<file path="src/hw/rtl/sde_pkg.sv">
// shared constants, codes and types of the square draw engine
package sde_pkg;

    // frame store geometry
    localparam int MAX_SIDE = 256;
    localparam int COORD_W  = $clog2(MAX_SIDE);
    localparam int SIDE_W   = COORD_W + 1;
    localparam int ADDR_W   = 2 * COORD_W;
    localparam int DEPTH    = MAX_SIDE * MAX_SIDE;

    // field widths
    localparam int OP_W     = 2;
    localparam int LEVEL_W  = 8;
    localparam int HALF_W   = 7;
    localparam int STYLE_W  = 2;
    localparam int STATUS_W = 2;
    localparam int CFG_W    = 9;
    localparam int CFG_IDX_W = 1;

    // stream payload widths
    localparam int IN_TDATA_W  = 40;
    localparam int IN_TUSER_W  = OP_W;
    localparam int OUT_TDATA_W = 16;

    // operation codes
    localparam logic [OP_W-1:0] OP_CLEAR = 2'd0;
    localparam logic [OP_W-1:0] OP_DRAW  = 2'd1;
    localparam logic [OP_W-1:0] OP_READ  = 2'd2;

    // style codes
    localparam logic [STYLE_W-1:0] STYLE_BORDER = 2'd1;
    localparam logic [STYLE_W-1:0] STYLE_FILL   = 2'd2;

    // result status codes
    localparam logic [STATUS_W-1:0] ST_DONE    = 2'd0;
    localparam logic [STATUS_W-1:0] ST_REJECT  = 2'd1;
    localparam logic [STATUS_W-1:0] ST_IGNORED = 2'd2;

    // configuration register indexes
    localparam logic [CFG_IDX_W-1:0] CFG_IMAGE_SIDE = 1'b0;
    localparam logic [CFG_IDX_W-1:0] CFG_BACKGROUND = 1'b1;

    // reset values of the configuration registers
    localparam logic [CFG_W-1:0]   SIDE_RESET = CFG_W'(MAX_SIDE);
    localparam logic [LEVEL_W-1:0] BG_RESET   = '0;

    // one input item
    typedef struct packed {
        logic [OP_W-1:0]    operation;
        logic [COORD_W-1:0] center_col;
        logic [COORD_W-1:0] center_row;
        logic [HALF_W-1:0]  half_size;
        logic [LEVEL_W-1:0] color;
        logic [STYLE_W-1:0] style;
    } item_t;

    // controller to datapath commands
    typedef struct packed {
        logic load_item;
        logic decode;
        logic walk_step;
        logic load_result;
    } sde_cmd_t;

    // datapath to controller status
    typedef struct packed {
        logic walk_needed;
        logic walk_last;
        logic out_free;
    } sde_stat_t;

endpackage

</file>
<file path="src/hw/rtl/sde_ctrl.sv">
// controller: sequences accept, decode, pixel walk and result hand-off
module sde_ctrl (
    input  logic                clk,
    input  logic                rst_n,
    input  logic                in_valid,
    output logic                in_ready,
    input  sde_pkg::sde_stat_t  stat,
    output sde_pkg::sde_cmd_t   cmd
);

    import sde_pkg::*;

    typedef enum logic [3:0] {
        S_IDLE   = 4'b0001,
        S_DECODE = 4'b0010,
        S_WALK   = 4'b0100,
        S_RESULT = 4'b1000
    } state_t;

    state_t state_reg;
    state_t state_next;

    // state register
    always_ff @(posedge clk or negedge rst_n)
    begin
        if (!rst_n)
        begin
            state_reg <= S_IDLE;
        end
        else
        begin
            state_reg <= state_next;
        end
    end

    // next state and commands
    always_comb
    begin
        state_next      = state_reg;
        cmd             = '0;
        in_ready        = 1'b0;
        unique case (state_reg)
            S_IDLE:
            begin
                in_ready = 1'b1;
                if (in_valid)
                begin
                    cmd.load_item = 1'b1;
                    state_next    = S_DECODE;
                end
            end
            S_DECODE:
            begin
                cmd.decode = 1'b1;
                state_next = stat.walk_needed ? S_WALK : S_RESULT;
            end
            S_WALK:
            begin
                cmd.walk_step = 1'b1;
                if (stat.walk_last)
                begin
                    state_next = S_RESULT;
                end
            end
            S_RESULT:
            begin
                if (stat.out_free)
                begin
                    cmd.load_result = 1'b1;
                    state_next      = S_IDLE;
                end
            end
            default:
            begin
                state_next = S_IDLE;
            end
        endcase
    end

endmodule

</file>
<file path="config.mk">
export PLATFORM = sky130hd
export DESIGN_NAME = sde_ctrl
export DESIGN_NICKNAME = d
export VERILOG_FILES = /design/src/hw/rtl/sde_pkg.sv /design/src/hw/rtl/sde_ctrl.sv
export SDC_FILE = /design/constraint.sdc
export NUM_CORES = 1
export LEC_CHECK = 0
export BUFFER_PORTS_ARGS = -buffer_cell sky130_fd_sc_hd__buf_2
export CORE_AREA = 2 2 39 41
export CTS_CLUSTER_DIAMETER = 30
export CTS_CLUSTER_SIZE = 14
export DETAILED_ROUTE_END_ITERATION = 12
export DIE_AREA = 0 0 41 43
export HOLD_SLACK_MARGIN = 0.15
export PLACE_DENSITY_LB_ADDON = 0.25
export SYNTH_ARGS = -nofsm -noshare
export SYNTH_HDL_FRONTEND = slang
export SYNTH_SLANG_ARGS = --single-unit
</file>
<file path="constraint.sdc">
create_clock -name clk -period 1.4 [get_ports clk]
set_input_delay 0.14 -clock clk [delete_from_list [all_inputs] [get_ports clk]]
set_output_delay 0.14 -clock clk [all_outputs]
set_load 0.05 [all_outputs]
</file>
-- After elaboration in Yosys (flattened, before gate mapping)
Index checks and enable logic that the tools add are counted.
- multiplexer cells: 12
- reductions and logical operators: 1
- equality and inequality tests: 7
- operators with widths (operator ; count):
    2-to-1 mux 4 bit ; 4
    case mux 4 bit (4 select lines) ; 1
    2-to-1 mux 1 bit ; 7
    inequality test 2 bit (second input constant) ; 3
    equality test 4 x 1 -> 1 bit (second input constant) ; 1
    equality test 4 x 2 -> 1 bit (second input constant) ; 1
    equality test 4 x 3 -> 1 bit (second input constant) ; 1
    equality test 4 bit (second input constant) ; 1
    AND reduction 3 bit ; 1
- register bits: 4
- word-level logic and storage cells: 21
- output and inout bits: 5
- input bits: 6

-- Logic depth before layout (Yosys ltp)
Gate-level depths: netlist (run 1).
- depth after elaboration: 3
- depth in mapped cells: 4

-- Least setup slack after synthesis (run 1)
OpenSTA, ideal clock, no wires.
- kind: reg2out
- start: register state_reg[2]
- end: output port cmd[0] (netlist name)
- stages on the path, launching flop included: 4
- path slack: -1.060 ns
- arrival: 2.320 ns
- data required time: 1.260 ns
- cell sequence: dfrtp_1 buf_2 nand2b_1 nor4b_1
- RTL lines (element ; line ; source):
    start, declared ; sde_ctrl.sv:20 ; state_t state_reg;
    start signal, assigned ; sde_ctrl.sv:32 ; state_reg <= state_next;
    end, declared ; sde_ctrl.sv:8 ; output sde_pkg::sde_cmd_t cmd

==> results of run 1 <==
## cell type report
class	instances	area (um2)
clock buffers	4	26.3
flip-flops and latches	4	105
fillers	137	833
repair buffers	21	176
well taps	16	20.0
inverters	1	3.75
multi-input cells	22	219
## repair_timing
item                                    4_1_cts  5_1_grt
pin swaps                                     3        1
hold buffers                                  2        0
hold endpoints to repair                      5        0
endpoints found under the setup margin        5        5
resized for setup                            19        1
setup buffers                                 4        0
## metal layers
metal | GRT usage, % | vias up
met3 | 3.66 | 2
met4 | 10.0 | 0
met5 | 0 | -
met1 | 12.6 | 130
li1 | - | 149
met2 | 15.0 | 8
## worst max-delay path, cell delays in order, from the launching register on
cell,delay (ns)
dfrtp_2,0.48
nor4b_4,0.26
and2_4,0.20
buf_8,0.14
## synth_stat cells
| library cell | count |
|---|---|
| a221oi_1 | 1 |
| buf_2 | 1 |
| dfstp_2 | 1 |
| buf_6 | 1 |
| a211oi_2 | 1 |
| nor4b_1 | 2 |
| inv_1 | 1 |
| nor4b_4 | 1 |
| nand2b_1 | 2 |
| and2_1 | 1 |
| nor3_1 | 2 |
| and2_4 | 1 |
| and3b_1 | 1 |
| a32oi_1 | 1 |
| a21oi_1 | 1 |
| dfrtp_1 | 3 |
| nor2_1 | 5 |
| o21ai_1 | 1 |
| nor2b_1 | 1 |
| mux2i_1 | 1 |
## power by group
part / internal [mW] / total (mW) / switching (mW)
Sequential: 0.159 / 0.203 / 0.0436
Combinational: 0.294 / 0.608 / 0.314
Clock: 0.107 / 0.156 / 0.0490
## worst paths after layout
check,slack (ns),depth (start not counted),start,endpoint
min in group asynchronous,0.23,2,rst_n,state_reg[2]$_DFFE_PN0P_
worst max-delay path,-0.05,3,state_reg[3]$_DFFE_PN0P_,cmd[3]
worst max register to register,0.17,4,state_reg[2]$_DFFE_PN0P_,state_reg[3]$_DFFE_PN0P_
worst min register to register,0.60,1,state_reg[3]$_DFFE_PN0P_,state_reg[2]$_DFFE_PN0P_
max in group asynchronous,0.96,2,rst_n,state_reg[0]$_DFFE_PN1P_
worst min-delay path,0.22,3,stat[1],state_reg[3]$_DFFE_PN0P_
## cell families (layout without fill, tap and decap cells)
| group | count (synthesis) | after routing | synth area share, % |
|---|---|---|---|
| buffers and inverters | 3 | 26 | 7.05 |
| muxes | 1 | 1 | 3.52 |
| AOI/OAI and AO/OA | 5 | 5 | 14.1 |
| DFF | 4 | 4 | 35.7 |
| and+or+nand+nor | 16 | 16 | 39.7 |
## placed cells by master, fill, tap and decap left out, drive strengths merged, types with 2 or more instances in the layout
cell,n
nand2b,2
nor4b,3
dlygate4sd3,2
and2,2
dfrtp,3
nor2,5
buf,19
nor3,2
clkbuf,4
## stage by stage
step	setup TNS (ns)	power, mW	instances	worst slack, ns
final	-0.184	0.967	68	-0.0531
after global routing	-0.503	1.04	68	-0.146
after CTS	-0.251	0.970	68	-0.0748
after detailed placement	0	0.658	58	0.0521
after global placement	0	0.663	58	0.0585
after floorplan	-1.48	0.552	29	-0.389
==> results by group, run 1 <==
Layout
  – Final instance area: 551 um2
  – Share of cells above drive strength 1: 65.4%
  – Final Core Density: 39.8%
  – Area Overhead vs Synth: 93.8%
  – Max FFs per register: 4
  – ANT cells: 0
  – NumNets Final: just under 60

Global route
  – All-Layer GR Usage: 11.0%
  – Global-route wire length before repair: about 1200 um
  – Grt ovf: 0
  – Initial antenna violation count: 0
  – Pin count of the biggest net entering global routing: 7
  – Vias in the first global route: 303

Clock network
  – Clk Latency, worst-skew pair: 0.24 ns
  – H-tree depth: 1
  – Cts bufs inserted: 3
  – CTS root buf: clkbuf_4
  – # clock sinks: 4
  – TritonCTS clock tree: built
  – Max clock buf depth: 2
  – Clock slew seen by the registers of the worst setup and hold paths: 0.04 ns

Setup path
  – Critical Path AT: 1.31 ns
  – Crit path kind: reg2out
  – Required time worst endpoint: 1.26 ns
  – Element type at the critical path end: primary output
  – Crit start category: flip-flop
  – CP max FO: 6

Routing
  – DR pass1 iterations: 2
  – Metal2 WL: 327 um
  – DR vias: 289
  – Total wire length: 658 um
  – Starting DRC count in detailed routing: 2
  – Routed wire per std cell: 9.68 um
  – Wl on met1: roughly 280 um
  – Drt via density: 4.25
  – Uppermost layer routed: met4
  – ANT nets after route: 0
  – WL met3: ~32 um
  – DR DRC count: 0

Timing
  – Unrepaired setup endpoints after global routing: true
  – Setup WS post-layout: -0.0531 ns
  – Worst slew pin tran: 0.303 ns
  – Worst slew margin: 79.7%
  – Max Clk Rate: between 0.6 and 0.7 GHz
  – Tcrit/Tclk final: 104%
  – Final hold slack: 0.224 ns
  – # setup viols final: 4
  – Hold Vio Cnt, Final: 0
  – Clock Skew: slightly below 0.006 ns
  – Tmin final: around 1.5 ns
  – Slew Viols, Final: 0

Run status
  – Failing checks: setup timing
  – Status: complete, but fails checks

Synth
  – Cell taking the most area after synthesis: dfrtp_1
  – Top cell type's share of synthesized area: 26.4%
  – Synthesized flop and latch total: 4
  – Mapped cell area: 284 um2
  – Cells after synthesis: 29
  – Distinct cells, synth: 20
  – Syn Area/Cell: 9.79 um2
  – Sequential share of the synthesized area: 35.7%
  – Net Count, Synth: 35
  – Top cells by area, synth: dfrtp_1, dfstp_2, nor4b_4
  – Warnings from Yosys: 0

Placement
  – Port Buffers: 10
  – GP Congestion: 0.664
  – Post-detail-place hpwl: a little under 500 um
  – Placed instance area: 393 um2

Pwr
  – Peak supply drop: 1.22 mV
  – Power density over the cells: 1760 nW/um2
  – Leakage: 0.240 nW

Run
  – Max_cap viols: 0

Floorplanning
  – Die height: around 43 um
  – # rows: 14
  – IO Pins: 11
  – Die Span X: 41 um
  – Initial Util: 20.5%
  – DIE AREA: 1760 um2
  – Core ar.: 1380 um2

Hold path
  – HP Class: in2reg
No activity file was read; power rests on OpenSTA's default activity.
==> run 2: changes to the inputs <==
Settings changed: SKIP_CTS_REPAIR_TIMING from default to 1.
Clock period 1.4 ns to 1.7 ns, I/O delays scaled along.
==> run 2 against run 1 <==
Against the previous run: the flow now finishes without violations; via count shrank 14%; design area is 26% lower; clock power decreased by 17%; sequential cell count is the same; critical path type unchanged; highest routed layer is now met3.
==> results by group, run 2 (synthesis gave the netlist of run 1 again) <==
Run status
  – Status: finished, final reports clean

Layout
  – Max FFs per register: 4 (unchanged)
  – Layout fillers: 147 (+7.3%)
  – NumNets Final: 50 (-15%)
  – Area Overhead vs Synth: 44.1%
  – ANT cells: 0 (unchanged)
  – Area of the multi-input gates: 180 um2 (-18%)
  – Reg area: 103 um2 (-2.4%)
  – Most frequent cells in the layout: buf_2, nor2_1, clkbuf_4
  – Share of cells above drive strength 1: 51.2% (-14 points)
  – Fin cells: 59 (-13%)
  – Final Core Density: 29.6% (-10 points)
  – Commonest non-fill, non-tap cell in the layout: buf_2

Clock network
  – Clock slew seen by the registers of the worst setup and hold paths: 0.04 ns (about the same)
  – H-tree depth: 1 (unchanged)
  – Cts bufs inserted: 3 (unchanged)
  – Clk Latency, worst-skew pair: 0.24 ns (about the same)
  – CTS root buf: clkbuf_4
  – TritonCTS clock tree: built
  – Max clock buf depth: 2 (unchanged)
  – # clock sinks: 4 (unchanged)

Pwr
  – P_sw: 293 uW (-28%)
  – Switching fraction of total power: 45.1% (+3.1 points)
  – Clock Power Share: 20.0% (+3.9 points)
  – Internal: 355 uW (-37%)
  – Peak supply drop: 0.718 mV (-41%)
  – Total Power: 648 uW (-33%)
  – Sequential Power Share: 29.2% (+8.2 points)
  – Power density over the cells: 1580 nW/um2 (-9.8%)
  – Combinational fraction of design power: 50.8% (-12 points)
  – Leakage: 0.180 nW (-25%)

Setup path
  – Critical Path AT: 1.45 ns (+0.14 ns)
  – Crit path kind: reg2out
  – R2r worst-path depth: 4 (unchanged)
  – Worst R2R Start: state_reg[1]$_DFFE_PN0P_
  – FF-to-FF End: state_reg[3]$_DFFE_PN0P_
  – CP max FO: 9 (+3)
  – Required time worst endpoint: 1.53 ns (+0.27 ns)
  – Setup slack, reg-to-reg: 0.53 ns (+0.36 ns)
  – Element type at the critical path end: primary output
  – Crit start category: flip-flop

Timing
  – Tmin final: about 1.6 ns
  – Slew Viols, Final: 0 (unchanged)
  – Unrepaired setup endpoints after global routing: false
  – Worst slew margin: 78.8% (-0.92 points)
  – Final hold slack: 0.173 ns (-0.0503 ns)
  – Tcrit/Tclk final: 95.0%
  – # setup viols final: 0 (-4)
  – Worst slew pin tran: 0.318 ns (+0.0151 ns)
  – Max Clk Rate: 0.619 GHz
  – Clock Skew: 0.00971 ns (+0.00383 ns)
  – Hold Vio Cnt, Final: 0 (unchanged)

Global route
  – Global-route wire length before repair: 890 um (-28%)
  – Pin count of the biggest net entering global routing: 10 (+3)
  – Vias in the first global route: 220 (-27%)
  – All-Layer GR Usage: 7.86% (-3.1 points)
  – Initial antenna violation count: 0 (unchanged)
  – Grt ovf: 0 (unchanged)

Floorplanning
  – # rows: 14 (unchanged)
  – DIE AREA: 1760 um2 (unchanged)
  – Die height: 43 um (unchanged)
  – Initial Util: 20.5% (unchanged)
  – Core ar.: 1380 um2 (unchanged)
  – IO Pins: 11 (unchanged)
  – Die Span X: 41 um (unchanged)

Routing
  – DR pass1 iterations: 4 (+2)
  – DR vias: 248 (-14%)
  – ANT nets after route: 0 (unchanged)
  – Total wire length: 561 um (-15%)
  – Routed wire per std cell: 9.51 um (-1.7%)
  – DR DRC count: 0 (unchanged)
  – Starting DRC count in detailed routing: 2 (unchanged)
  – Drt via density: 4.20 (-1.1%)

Hold path
  – Hold Path Depth: 2 (-1)
  – HP Class: in2reg
  – Hold Path End: state_reg[1]$_DFFE_PN0P_
  – Worst Min Path Start: in_valid

Placement
  – Post-detail-place hpwl: 450 um (-8.4%)
  – GP Congestion: 0.655 (-1.3%)
  – Placed cell count: 54 (-6.9%)
  – Port Buffers: 10 (unchanged)

Run
  – Max_cap viols: 0 (unchanged)
==> run 2: how the worst max path moves through the flow <==
stage	startpoint	endpoint
finish	state_reg[2]$_DFFE_PN0P_	cmd[0]
global route	state_reg[0]$_DFFE_PN1P_	cmd[3]
CTS	state_reg[0]$_DFFE_PN1P_	cmd[3]
detailed placement	state_reg[0]$_DFFE_PN1P_	cmd[3]
global placement	state_reg[0]$_DFFE_PN1P_	cmd[3]
floorplan	state_reg[2]$_DFFE_PN0P_	cmd[0]
==> run 2: critical path, cell delays in order, from the launching register on <==
cell,delay (ns)
dfrtp_2,0.47
nand2b_1,0.20
nor4b_2,0.26
clkbuf_4,0.27
==> run 2: routing by layer <==
metal  share of wire, %  GRT usage (%)  vias up
met2                 47           9.38        6
met5                  0              0        -
li1                   -              -      132
met3                6.1           4.71        0
met1                 47           10.7      110
met4                  0           4.00        0
==> run 2: final cells by class <==
type                            instances  share of cell area [%]
Sequential cell                         4                    25.1
Multi-Input combinational cell         22                    44.0
Timing Repair Buffer                   12                    18.7
Clock buffer                            4                    6.42
Inverter                                1                   0.917
Tap cell                               16                    4.89
==> run 2: metrics by stage <==
step | setup WS, ns | setup TNS (ns) | cell area (um2)
after global placement | 0.257 | 0 | 363
after floorplan | -0.112 | -0.285 | 302
after detailed placement | 0.224 | 0 | 363
after global routing | 0.0150 | 0 | 409
after CTS | -0.0276 | -0.0276 | 389
final | 0.0847 | 0 | 409
==> run 2: power by group through the flow <==
stage / sequential, mW / combinational (mW) / clock [mW]
2_1_floorplan: 0.159 / 0.296 / 0
3_3_place_gp: 0.192 / 0.320 / 0
3_5_place_dp: 0.190 / 0.321 / 0
4_1_cts: 0.189 / 0.321 / 0.133
5_1_grt: 0.194 / 0.353 / 0.139
6_report: 0.189 / 0.329 / 0.129
